--- config.mk ---
export PLATFORM = sky130hd
export DESIGN_NAME = stepper_valve_stall_positioner
export DESIGN_NICKNAME = d
export VERILOG_FILES = /design/src/rtl/svsp_pkg.sv /design/src/rtl/stepper_valve_stall_positioner.sv
export SDC_FILE = /design/constraint.sdc
export NUM_CORES = 1
export LEC_CHECK = 0
export BUFFER_PORTS_ARGS = -buffer_cell sky130_fd_sc_hd__buf_2
export CORE_ASPECT_RATIO = 0.5
export CORE_MARGIN = 4
export CORE_UTILIZATION = 41
export CTS_CLUSTER_SIZE = 24
export DETAILED_ROUTE_END_ITERATION = 8
export PLACE_DENSITY = 0.61
export SKIP_LAST_GASP = 1
export SLEW_MARGIN = 20
export SYNTH_ARGS = -nofsm -noshare
export SYNTH_HDL_FRONTEND = slang
export SYNTH_SLANG_ARGS = --single-unit
export TNS_END_PERCENT = 100
--- constraint.sdc ---
create_clock -name clk -period 8.1 [get_ports clk]
set_clock_uncertainty 0.05 [all_clocks]
set_input_delay 0.81 -clock clk [delete_from_list [all_inputs] [get_ports clk]]
set_output_delay 0.81 -clock clk [all_outputs]
set_load 0.05 [all_outputs]
--- src/rtl/svsp_pkg.sv ---
// Package: shared types, codes and constants of the stepper valve stall positioner.
package svsp_pkg;

    localparam int CYCLES_PER_BLOCK = 15;
    localparam int LIMIT_MARGIN     = 2;
    localparam int TICKS_PER_BLOCK  = 4 * CYCLES_PER_BLOCK;
    localparam int TICK_W           = $clog2(TICKS_PER_BLOCK + 1);

    localparam int POS_W    = 10;
    localparam int SUM_W    = 19;
    localparam int SENSE_W  = 12;
    localparam int CFG_W    = 19;
    localparam int CFG_IDX_W = 2;

    localparam logic [POS_W-1:0] POS_MAX        = '1;
    localparam logic [POS_W-1:0] MAX_TRAVEL_RST = POS_W'(255);

    typedef enum logic [1:0] {
        MODE_IDLE        = 2'd0,
        MODE_MOVE        = 2'd1,
        MODE_CAL_RETRACT = 2'd2,
        MODE_CAL_PUSH    = 2'd3
    } run_mode_t;

    typedef enum logic [1:0] {
        CMD_TICK  = 2'd0,
        CMD_MOVE  = 2'd1,
        CMD_CAL   = 2'd2,
        CMD_NONE  = 2'd3
    } cmd_t;

    typedef enum logic [1:0] {
        ST_OK        = 2'd0,
        ST_RANGE     = 2'd1,
        ST_STALL     = 2'd2,
        ST_REJECTED  = 2'd3
    } status_t;

    typedef enum logic [CFG_IDX_W-1:0] {
        REG_RETRACT_CUTOFF = 2'd0,
        REG_PUSH_CUTOFF    = 2'd1,
        REG_MAX_TRAVEL     = 2'd2,
        REG_UNUSED         = 2'd3
    } reg_idx_t;

    function automatic logic [3:0] coil_seq(input logic out_dir, input logic [1:0] phase);
        logic [3:0] pat;
        case (phase)
            2'd0:    pat = out_dir ? 4'h9 : 4'hA;
            2'd1:    pat = out_dir ? 4'h5 : 4'h6;
            2'd2:    pat = out_dir ? 4'h6 : 4'h5;
            default: pat = out_dir ? 4'hA : 4'h9;
        endcase
        return pat;
    endfunction

    function automatic logic [POS_W-1:0] limit_from(input logic [POS_W-1:0] pos);
        logic [POS_W-1:0] lim;
        if (pos >= POS_W'(LIMIT_MARGIN)) lim = pos - POS_W'(LIMIT_MARGIN);
        else lim = '0;
        return lim;
    endfunction

endpackage

--- src/rtl/stepper_valve_stall_positioner.sv ---
// Top level: four-phase stepper valve positioner with current-sense stall detection.
//
// Usage: each input transfer carries a command (tick, move to target, calibrate)
// with a target position and two current sense samples. Every accepted item
// yields exactly one result transfer: coil pattern, driver enable, position,
// learned limit, busy flag and status.
// A move or calibrate command starts a run; the run then advances one coil
// phase per tick command, and every 60 ticks the summed sense difference is
// judged against the cutoff of the current direction.
// The result is registered: it appears in the output register in the cycle
// after the input transfer. Throughput: one item per cycle while the receiver
// does not stall, set by the single add-and-compare path from the state
// registers to the result register. When the receiver stalls, the result
// register holds and in_stall rises until the result is taken; a new item is
// accepted in the same cycle the held result leaves.
// Reset clears position, limit and run state, sets both cutoffs to zero and
// the calibration travel to 255 blocks, and empties the result register.
// Configuration writes take effect at the next clock edge.
module stepper_valve_stall_positioner (
    input  logic                           clk,
    input  logic                           rst_n,
    input  logic                           cfg_we,
    input  logic [svsp_pkg::CFG_IDX_W-1:0] cfg_index,
    input  logic [svsp_pkg::CFG_W-1:0]     cfg_data,
    input  logic                           in_valid,
    output logic                           in_stall,
    input  logic [1:0]                     cmd,
    input  logic [svsp_pkg::POS_W-1:0]     target_position,
    input  logic [svsp_pkg::SENSE_W-1:0]   sense_a,
    input  logic [svsp_pkg::SENSE_W-1:0]   sense_b,
    output logic                           out_valid,
    input  logic                           out_stall,
    output logic [3:0]                     coil_pattern,
    output logic                           driver_enable,
    output logic [svsp_pkg::POS_W-1:0]     current_position,
    output logic [svsp_pkg::POS_W-1:0]     limit_position,
    output logic                           busy_res,
    output logic [1:0]                     status
);
    import svsp_pkg::*;

    logic signed [SUM_W-1:0] retract_cut_reg;
    logic signed [SUM_W-1:0] push_cut_reg;
    logic [POS_W-1:0]        max_travel_reg;

    logic [POS_W-1:0]        pos_reg, pos_next;
    logic [POS_W-1:0]        limit_reg, limit_next;
    logic [1:0]              phase_reg, phase_next;
    logic [TICK_W-1:0]       tick_reg, tick_next;
    logic signed [SUM_W-1:0] sum_reg, sum_next;
    logic [POS_W-1:0]        blocks_reg, blocks_next;
    logic                    out_dir_reg, out_dir_next;
    run_mode_t               mode_reg, mode_next;

    logic                    out_valid_reg, out_valid_next;
    logic [3:0]              coil_reg, coil_next;
    logic                    drv_reg, drv_next;
    status_t                 status_reg, status_next;

    logic                    accept;
    logic signed [SENSE_W+1:0] diff;
    logic signed [SUM_W:0]   sum_wide;
    logic signed [SUM_W-1:0] sum_sat;
    logic signed [SUM_W-1:0] cut;
    logic [TICK_W-1:0]       tick_inc;
    logic [POS_W-1:0]        pos_step;
    logic [POS_W-1:0]        blocks_dec;
    logic                    seg_end;
    logic                    driven;

    assign in_stall = out_valid_reg & out_stall;
    assign accept   = in_valid & ~in_stall;

    assign diff     = $signed({2'b00, sense_b}) - $signed({2'b00, sense_a});
    assign sum_wide = {sum_reg[SUM_W-1], sum_reg} + (SUM_W+1)'(diff);
    assign tick_inc = tick_reg + TICK_W'(1);
    assign cut      = out_dir_reg ? push_cut_reg : retract_cut_reg;

    always_comb
    begin
        if (sum_wide[SUM_W] != sum_wide[SUM_W-1])
            sum_sat = sum_wide[SUM_W] ? {1'b1, {(SUM_W-1){1'b0}}} : {1'b0, {(SUM_W-1){1'b1}}};
        else
            sum_sat = sum_wide[SUM_W-1:0];
    end

    always_comb
    begin
        pos_next     = pos_reg;
        limit_next   = limit_reg;
        phase_next   = phase_reg;
        tick_next    = tick_reg;
        sum_next     = sum_reg;
        blocks_next  = blocks_reg;
        out_dir_next = out_dir_reg;
        mode_next    = mode_reg;
        coil_next    = 4'h0;
        status_next  = ST_OK;
        driven       = 1'b0;
        seg_end      = 1'b0;
        pos_step     = pos_reg;
        blocks_dec   = blocks_reg;

        case (cmd_t'(cmd))
            CMD_TICK:
            begin
                if (mode_reg != MODE_IDLE) begin
                    driven     = 1'b1;
                    coil_next  = coil_seq(out_dir_reg, phase_reg);
                    phase_next = phase_reg + 2'd1;
                    sum_next   = sum_sat;
                    tick_next  = tick_inc;
                    if (tick_inc >= TICK_W'(TICKS_PER_BLOCK)) begin
                        tick_next  = '0;
                        sum_next   = '0;
                        phase_next = '0;
                        if (sum_sat < cut) begin
                            status_next = ST_STALL;
                            seg_end     = 1'b1;
                        end else begin
                            if (mode_reg != MODE_CAL_RETRACT) begin
                                if (out_dir_reg) begin
                                    if (pos_reg != POS_MAX) pos_step = pos_reg + POS_W'(1);
                                end else if (pos_reg != '0) begin
                                    pos_step = pos_reg - POS_W'(1);
                                end
                            end
                            if (blocks_reg != '0) blocks_dec = blocks_reg - POS_W'(1);
                            pos_next    = pos_step;
                            blocks_next = blocks_dec;
                            if (blocks_dec == '0) seg_end = 1'b1;
                        end
                        if (seg_end) begin
                            case (mode_reg)
                                MODE_CAL_RETRACT:
                                begin
                                    pos_next = '0;
                                    if (max_travel_reg == '0) begin
                                        limit_next = '0;
                                        mode_next  = MODE_IDLE;
                                    end else begin
                                        mode_next    = MODE_CAL_PUSH;
                                        out_dir_next = 1'b1;
                                        blocks_next  = max_travel_reg;
                                    end
                                end
                                MODE_CAL_PUSH:
                                begin
                                    limit_next = limit_from(pos_step);
                                    mode_next  = MODE_IDLE;
                                end
                                default:
                                begin
                                    mode_next = MODE_IDLE;
                                end
                            endcase
                        end
                    end
                end
            end
            CMD_MOVE:
            begin
                if (mode_reg != MODE_IDLE) begin
                    status_next = ST_REJECTED;
                end else if (target_position > limit_reg) begin
                    status_next = ST_RANGE;
                end else if (target_position != pos_reg) begin
                    mode_next    = MODE_MOVE;
                    out_dir_next = (target_position > pos_reg);
                    blocks_next  = (target_position > pos_reg) ? target_position - pos_reg
                                                               : pos_reg - target_position;
                    tick_next    = '0;
                    sum_next     = '0;
                    phase_next   = '0;
                end
            end
            CMD_CAL:
            begin
                if (mode_reg != MODE_IDLE) begin
                    status_next = ST_REJECTED;
                end else if (max_travel_reg == '0) begin
                    pos_next   = '0;
                    limit_next = '0;
                end else begin
                    mode_next    = MODE_CAL_RETRACT;
                    out_dir_next = 1'b0;
                    blocks_next  = max_travel_reg;
                    tick_next    = '0;
                    sum_next     = '0;
                    phase_next   = '0;
                end
            end
            default:
            begin
                status_next = ST_OK;
            end
        endcase

        drv_next = driven | (mode_next != MODE_IDLE);
    end

    always_comb
    begin
        out_valid_next = out_valid_reg;
        if (accept) out_valid_next = 1'b1;
        else if (~out_stall) out_valid_next = 1'b0;
    end

    always_ff @(posedge clk or negedge rst_n)
    begin
        if (!rst_n) begin
            retract_cut_reg <= '0;
            push_cut_reg    <= '0;
            max_travel_reg  <= MAX_TRAVEL_RST;
        end else if (cfg_we) begin
            case (reg_idx_t'(cfg_index))
                REG_RETRACT_CUTOFF: retract_cut_reg <= cfg_data[SUM_W-1:0];
                REG_PUSH_CUTOFF:    push_cut_reg    <= cfg_data[SUM_W-1:0];
                REG_MAX_TRAVEL:     max_travel_reg  <= cfg_data[POS_W-1:0];
                default:            max_travel_reg  <= max_travel_reg;
            endcase
        end
    end

    always_ff @(posedge clk or negedge rst_n)
    begin
        if (!rst_n) begin
            pos_reg       <= '0;
            limit_reg     <= '0;
            phase_reg     <= '0;
            tick_reg      <= '0;
            sum_reg       <= '0;
            blocks_reg    <= '0;
            out_dir_reg   <= 1'b0;
            mode_reg      <= MODE_IDLE;
            out_valid_reg <= 1'b0;
        end else begin
            out_valid_reg <= out_valid_next;
            if (accept) begin
                pos_reg     <= pos_next;
                limit_reg   <= limit_next;
                phase_reg   <= phase_next;
                tick_reg    <= tick_next;
                sum_reg     <= sum_next;
                blocks_reg  <= blocks_next;
                out_dir_reg <= out_dir_next;
                mode_reg    <= mode_next;
            end
        end
    end

    // hold result payload until the transfer completes
    always_ff @(posedge clk)
    begin
        if (accept) begin
            coil_reg   <= coil_next;
            drv_reg    <= drv_next;
            status_reg <= status_next;
        end
    end

    assign out_valid        = out_valid_reg;
    assign coil_pattern     = coil_reg;
    assign driver_enable    = drv_reg;
    assign current_position = pos_reg;
    assign limit_position   = limit_reg;
    assign busy_res         = (mode_reg != MODE_IDLE);
    assign status           = status_reg;

endmodule
==> results of run 1 <==
-- power by group through the flow --
stage	combinational (mW)	clock, mW	sequential [mW]
6_report	2.99	0.799	0.853
3_3_place_gp	2.84	0	0.855
5_1_grt	3.30	0.840	0.875
4_1_cts	2.93	0.811	0.851
2_1_floorplan	1.75	0	0.849
3_5_place_dp	2.90	0	0.859
-- placed cells by master, fill, tap and decap left out, types with 9 or more instances in the layout --
master and instances:
mux2i_1 31, nand2_1 80, dfrtp_1 101, o21ai_0 62, inv_1 86, buf_4 110
nor3_1 23, xnor2_1 23, o211ai_1 9, clkbuf_16 18, a21o_1 18, mux2_2 52
xor2_1 15, a31oi_1 10, and3_1 12, ha_1 92, nor2b_1 13, nand4_1 13
a22o_1 23, nand3_1 19, o21ai_1 25, o31ai_1 9, buf_2 90, nor2_1 67
a21oi_1 44
-- cell type report --
class	count	share of cell area [%]
well taps	307	3.27
flip-flops and latches	116	25.1
clock buffers	18	3.83
clock inverters	14	1.40
inverters	86	2.75
multi-input cells	808	52.5
repair buffers	202	11.1
-- what timing repair did --
item,in CTS,in global routing
pin swaps,1,15
setup endpoints to repair,13,35
resized for setup,4,28
setup buffers,1,1
hold buffers,0,0
-- worst max-delay path: cells and delay by family --
family / cells / cell delay (ns)
AO/OA/AOI/OAI: 19 / 3.00
XOR/XNOR: 2 / 0.30
adder cells (fa/ha/maj): 5 / 1.45
buffers and inverters: 7 / 1.13
multiplexers: 2 / 0.46
AND/OR/NAND/NOR: 5 / 0.73
-- path summary, 6_finish.rpt --
kind	startpoint	cells after the start	to	slack [ns]
hold reg to reg	tick_reg[5]	1	tick_reg[5]	0.44
setup / recovery	sense_a[0]	40	blocks_reg[1]	0.46
hold / removal	rst_n	1	blocks_reg[7]	0.31
max in group asynchronous	rst_n	2	retract_cut_reg[10]	6.35
min in group clk	tick_reg[5]	1	tick_reg[5]	0.44
setup reg to reg	sum_reg[0]	31	blocks_reg[1]	1.66
-- through the flow --
| step | setup TNS, ns | utilization, % |
|---|---|---|
| after global routing | -0.313 | 51.4 |
| after CTS | 0 | 51.1 |
| after floorplan | 0 | - |
| after global placement | -3.33 | 48.3 |
| final | 0 | 51.4 |
| after detailed placement | -12.77 | 48.3 |
-- cell families after synthesis --
family / synth area share (%)
adders and majority gates: 13.0
DFF: 30.9
xor gates and xnor gates: 3.99
AOI/OAI and AO/OA: 20.6
muxes: 9.72
buffers and inverters: 5.63
and+or+nand+nor: 16.2
-- per-layer routing --
metal / global-route usage, % / up-vias
li1: - / 4219
met1: 26.7 / 4252
met2: 36.8 / 150
met3: 3.82 / 32
met4: 5.01 / 0
met5: 0 / -
==> reports/metrics.cfg, run 1 <==
[outcome]
status=finished clean

[synthesis]
synth_cell_types=94
synth-edff-count=7
syn_nets=1215
yosysTopAreaCell=dfrtp_1
yosysWarnings=0
synth_flop_cell=dfrtp_1
synthTopCellsByCount=dfrtp_1 (101), ha_1 (92), inv_1 (86)
yosysSeqAreaShare_pct=30.9
synth_seq_cells=116
yosysMostFrequentCell=dfrtp_1
syn_inst=1057
synth_area_sq_mm=0.00955
syn_area_per_cell_sq_um=9.04
synthTopCellsByArea=dfrtp_1 (26%), ha_1 (12%), mux2_2 (6.1%)
synth_top_area_share_pct=26.5
ys_async_sr_fraction_pct=94.0

[setup_path]
endpoint_kind=flip-flop
critPathMaxFanout=15
worst_ep_arrival_time_ns=7.90
worstPathRequired_ns=8.37
path_class=in -> reg
cp_common_cell=o21ai_1
start_kind=input port
cpMaxStageDelayCell=o31ai_1
cpPeakStageDelay_ns=0.38

[cts]
cts.reportedPaths.clkPinSlew_ns=0.06
cts-root-buf=clkbuf_16
cts_buffer_depth=2
cts_sinks=116
clock_latency_ns=0.43
cts_made_buffers=17
tritoncts=yes
cts_max_level=4

[route]
ant_nets=0
drcViolationCount=0
drt-initial-drc-count=507
wire_per_inst_um=17.3
dr.pass1.iters=4
met2_length_um=13300
topRoutingLayerUsed=met4
wl_met3_um=805
routed_wl_um=26900
met1_length_um=12400
vias=8653
vias_per_cell=5.58

[grt]
grt_pass1_wl_um=43500
grt-ovfl-total=0
grt_start_max_net_pins=77
antenna_found_initial=0
grt_util_all_layers_pct=20.8
grt_pass1_vias=8551

[layout]
regArea_sq_mm=0.00295
stdcell_count=1551
stdcell_area_sq_mm=0.0117
syn2layout_area_growth_pct=23.0
nNetsFinal=1389
multi_input_area_sq_mm=0.00617
n_antenna_cell=0
drive_gt1_share_pct=28.0
fillCellCount=2123

[placed_design]
dp.cells=1517
post_dp_cell_area_sq_mm=0.0110
io_buffers=91
gp_congestion=0.917
hpwl_um=20800
preCtsSetupSlack_ns=-0.597

[pwr]
p_per_area_mw_per_mm2=396
seqPwrFrac_pct=18.4
p_leak_nw=5.58
p_switching_mw=2.01
power.total_mw=4.65
p_int_mw=2.64
ir_worst_vdd_v=0.000197
clkPwrFrac_pct=17.2
combPwrFrac_pct=64.4
power.share.switching_pct=43.2

[sta]
final-setup-viol-count=0
hold_viol=0
slew_viol_final=0
tightestPinTransition_ns=1.01
period_needed_ns=7.64
fin_crit_sh_pct=94.3
fmax_mhz=131
final.setup.worst_slack_ns=0.464
slew_headroom_pct=32.1
whs_ns=0.308

[floorplanning]
die_x_um=224
initial_utilization_pct=41.8
core_sq_mm=0.0228
dieArea_sq_mm=0.0260
io_pins=92
placementRows=39
die_y_um=116

[flow_run]
drv_cap=0

[worst_hold_path]
hold_class=in -> async

(Power assumes the default switching activity.)
==> run 2: changes to the inputs <==
==> constraint.sdc (replaced) <==
create_clock -name clk -period 7.3 [get_ports clk]
set_clock_uncertainty 0.05 [all_clocks]
set_input_delay 0.73 -clock clk [delete_from_list [all_inputs] [get_ports clk]]
set_output_delay 0.73 -clock clk [all_outputs]
set_load 0.05 [all_outputs]
==> reports/metrics.cfg, run 2 (synthesis results as in run 1) <==
[placed_design]
io_buffers=91
hpwl_um=20500
gp_congestion=0.961
post_dp_cell_area_sq_mm=0.0111

[outcome]
violations=setup timing
status=complete, but fails checks

[cts]
cts_max_level=4
cts_sinks=116
cts_buffer_depth=2
cts.reportedPaths.clkPinSlew_ns=0.06
clock_latency_ns=0.43
cts_made_buffers=17
tritoncts=yes
cts-root-buf=clkbuf_16

[grt]
antenna_found_initial=0
grt-ovfl-total=0
grt_pass1_wl_um=45600
grt_start_max_net_pins=63
grt_util_all_layers_pct=21.7
grt_pass1_vias=8831

[flow_run]
drv_cap=0

[setup_path]
path_class=in -> reg
regToRegStartpoint=sum_reg[0]
endpoint_kind=flip-flop
cp-startpoint=sense_a[1]
reg2reg_slack_ns=0.89
worstPathRequired_ns=7.57
critPathMaxFanout=7
cpPeakStageDelay_ns=0.43
worst_ep_arrival_time_ns=7.69
cpMaxStageDelayCell=o21ai_0
worst_r2r_path_depth=30
start_kind=input port
regToRegEndpoint=limit_position[7]

[layout]
final_cell_mix=buf_4 (127), dfrtp_1 (101), ha_1 (90)
fin_util_pct=54.9
n_antenna_cell=0
stdcell_area_sq_mm=0.0125
nNetsFinal=1418
fillCellCount=2039
syn2layout_area_growth_pct=31.3
layout_commonest_cell=buf_4
drive_gt1_share_pct=34.5

[floorplanning]
placementRows=39
io_pins=92
die_y_um=116
die_x_um=224
initial_utilization_pct=41.8
dieArea_sq_mm=0.0260
core_sq_mm=0.0228

[sta]
tightestPinTransition_ns=1.28
period_needed_ns=7.42
fin_setup_tns_ns=-0.876
final-setup-viol-count=10
final.setup.worst_slack_ns=-0.116
hold_viol=0
fin_crit_sh_pct=102
rsz0062_at_grt=yes
fmax_mhz=135
slew_headroom_pct=14.6
slew_viol_final=0

[worst_hold_path]
hold_class=in -> async

[pwr]
p_leak_nw=5.86
p_per_area_mw_per_mm2=484
power.total_mw=6.07
ir_worst_vdd_v=0.000312

[route]
drt-initial-drc-count=592
vias_per_cell=5.54
dr.pass1.iters=5
ant_nets=0
wire_per_inst_um=17.7
routed_wl_um=28000
vias=8755
drcViolationCount=0

-- run 2: changes by cell type in the layout (fill, tap and decap cells not counted), moves of 5 or more --
cell / before / now
buf_4: 110 / 127
o21ai_0: 62 / 51
buf_6: 1 / 10
o21ai_2: 0 / 8
nor3_1: 23 / 17
nor3_4: 1 / 6
-- run 2: timing repair --
item | in CTS | in global routing
hold buffers | 0 | 0
pin swaps | 27 | 43
resized for setup | 46 | 80
setup buffers | 20 | 15
cloned | 1 | 1
setup endpoints to repair | 32 | 35
-- run 2: final cells by class --
cell class | count | area [sq um] | area share [%]
clock buffer | 22 | 485 | 3.87
timing repair buffer | 231 | 1630 | 13.0
inverter | 86 | 325 | 2.59
sequential | 116 | 2950 | 23.5
clock inverter | 10 | 120 | 0.958
multi-input combinational | 808 | 6650 | 53.0
tap | 307 | 384 | 3.06
-- run 2: metrics by stage --
step / cells / hold WS (ns) / worst slack (ns)
2_1_floorplan: 1057 / 0.384 / 0.0129
3_3_place_gp: 1517 / 0.419 / -0.450
3_5_place_dp: 1517 / 0.444 / -0.735
4_1_cts: 1567 / 0.330 / -0.120
5_1_grt: 1580 / 0.350 / -0.504
6_report: 1580 / 0.290 / -0.116
-- run 2: worst max path at each step --
stage          slack [ns]                end
6_report            -0.12  limit_position[7]
5_1_grt             -0.50  limit_position[0]
2_1_floorplan        0.01  limit_position[0]
3_5_place_dp        -0.74  limit_position[3]
3_3_place_gp        -0.45  limit_position[7]
4_1_cts             -0.12  limit_position[7]
-- run 2: where the power goes --
part	total, mW	switching (mW)	internal (mW)
logic	4.24	2.13	2.11
registers	0.960	0.153	0.806
clock network	0.869	0.326	0.543
total	6.07	2.61	3.46
-- run 2: per-layer routing --
layer	up-vias	routed length, um	track usage (%)
li1	4261	-	-
met1	4266	12500	27.6
met2	184	13900	38.5
met3	44	1190	4.13
met4	0	478	5.74
met5	-	0	0
-- run 2: worst max-delay path: cells and delay by family --
family | cells | cell delay (ns)
AND/OR/NAND/NOR | 8 | 1.07
AO/OA/AOI/OAI | 18 | 3.53
buffers and inverters | 6 | 0.70
XOR/XNOR | 3 | 0.51
adder cells (fa/ha/maj) | 4 | 1.15
==> run 3: changes to the inputs <==
--- a/config.mk
+++ b/config.mk
@@ -11,7 +11,7 @@
 export CORE_UTILIZATION = 41
 export CTS_CLUSTER_SIZE = 24
 export DETAILED_ROUTE_END_ITERATION = 8
-export PLACE_DENSITY = 0.61
+export PLACE_DENSITY_LB_ADDON = 0.3
 export SKIP_LAST_GASP = 1
 export SLEW_MARGIN = 20
 export SYNTH_ARGS = -nofsm -noshare
==> constraint.sdc (replaced) <==
create_clock -name clk -period 8 [get_ports clk]
set_clock_uncertainty 0.05 [all_clocks]
set_input_delay 0.8 -clock clk [delete_from_list [all_inputs] [get_ports clk]]
set_output_delay 0.8 -clock clk [all_outputs]
set_load 0.05 [all_outputs]
==> reports/metrics.cfg, run 3 (synthesis results as in run 1) <==
[outcome]
status=finished clean

[cts]
cts_made_buffers=17
hold_buffers=0
cts.reportedPaths.clkPinSlew_ns=0.06
cts-root-buf=clkbuf_16
tritoncts=yes
clock_latency_ns=0.42
cts_max_level=4
cts_sinks=116
cts_buffer_depth=2

[pwr]
p_per_area_mw_per_mm2=402
power.total_mw=4.70
p_leak_nw=5.52
ir_worst_vdd_v=0.000191

[setup_path]
reg2reg_slack_ns=1.60
start_kind=input port
cp_common_cell=buf_4
regToRegStartpoint=sum_reg[0]
cpMaxStageDelayCell=fa_2
cpPeakStageDelay_ns=0.35
path_class=in -> reg
critPathMaxFanout=13
worst_r2r_path_depth=32
worstPathRequired_ns=8.25
regToRegEndpoint=blocks_reg[1]
worst_ep_arrival_time_ns=7.89
endpoint_kind=flip-flop

[placed_design]
hpwl_um=20400
preCtsSetupSlack_ns=-0.583
io_buffers=91
gp_congestion=0.933
dp.cells=1508

[floorplanning]
core_sq_mm=0.0228
placementRows=39
initial_utilization_pct=41.8
dieArea_sq_mm=0.0260
die_x_um=224
io_pins=92
die_y_um=116

[route]
dr.pass1.iters=6
routed_wl_um=26600
drcViolationCount=0
wire_per_inst_um=17.2
ant_nets=0
drt-initial-drc-count=687
vias_per_cell=5.60
vias=8629

[sta]
whs_ns=0.385
fin_crit_sh_pct=95.4
final-setup-viol-count=0
fmax_mhz=131
period_needed_ns=7.63
slew_headroom_pct=27.6
final.setup.worst_slack_ns=0.366
tightestPinTransition_ns=1.09
rsz0062_at_grt=yes
hold_viol=0
fin_setup_tns_ns=0
slew_viol_final=0

[flow_run]
drv_cap=0

[grt]
grt_start_max_net_pins=58
grt_pass1_vias=8445
antenna_found_initial=0
grt_pass1_wl_um=43100
grt_util_all_layers_pct=20.5
grt-ovfl-total=0

[layout]
stdcell_count=1542
syn2layout_area_growth_pct=22.3
fillCellCount=2129
drive_gt1_share_pct=27.7
n_antenna_cell=0
nNetsFinal=1380
final_cell_mix=dfrtp_1 (101), buf_4 (101), ha_1 (91)

[worst_hold_path]
hold_class=in -> async

-- run 3: changes by cell type in the layout (fill, tap and decap cells not counted), moves of 5 or more --
cell	change
buf_4	-26
o21ai_2	-7
nor3_1	+5
o21ai_0	+8
buf_6	-10
-- run 3: repair_timing --
| action | in CTS | in global routing |
|---|---|---|
| cloned | 0 | 1 |
| buffers inserted | 1 | 0 |
| gates resized for setup | 3 | 37 |
| pin swaps | 1 | 15 |
| setup endpoints to repair | 12 | 35 |
-- run 3: where the power goes --
| group | switching (mW) | internal, mW | total, mW | leakage, nW |
|---|---|---|---|---|
| Clock | 0.286 | 0.463 | 0.749 | 0.279 |
| Sequential | 0.132 | 0.736 | 0.868 | 1.42 |
| Combinational | 1.61 | 1.47 | 3.09 | 3.82 |
-- run 3: worst max-delay path by stage --
stage | start | endpoint | slack [ns] | cells after the start
4_1_cts | sense_a[0] | limit_position[7] | 0.01 | 39
3_3_place_gp | sense_a[0] | limit_position[4] | -0.35 | 38
3_5_place_dp | sense_a[0] | limit_position[1] | -0.58 | 39
5_1_grt | sense_a[0] | limit_position[7] | -0.09 | 41
2_1_floorplan | sense_b[0] | limit_position[1] | 0.04 | 39
6_report | sense_a[0] | blocks_reg[1] | 0.37 | 41
-- run 3: cell type report --
cell class                 instances  area (sq um)  share of cell area, %
multi-input combinational        808          6200                   53.0
clock buffer                      22           485                   4.15
sequential                       116          2950                   25.2
tap                              307           384                   3.29
inverter                          86           323                   2.76
clock inverter                    10          95.1                  0.814
timing repair buffer             193          1250                   10.7
-- run 3: metal layers --
| metal | vias up | GRT usage [%] | share of wire [%] |
|---|---|---|---|
| met1 | 4213 | 26.2 | 45 |
| met3 | 35 | 3.97 | 4.8 |
| met4 | 0 | 6.48 | 1.9 |
| met5 | - | 0 | 0 |
| li1 | 4176 | - | - |
| met2 | 205 | 35.5 | 48 |
-- run 3: worst max-delay path: cells and delay by family --
| family | cells | cell delay (ns) |
|---|---|---|
| compound gates | 18 | 2.51 |
| fa+ha+maj | 5 | 1.52 |
| buf+inv | 7 | 1.12 |
| simple gates | 7 | 1.08 |
| mux | 2 | 0.50 |
| xor+xnor | 2 | 0.33 |
-- run 3: per-stage QoR --
stage	cell area (sq um)	utilization, %
final	11700	51.2
after global routing	11700	51.2
after global placement	11000	48.0
after floorplan	9560	-
after CTS	11600	50.6
after detailed placement	11000	48.0
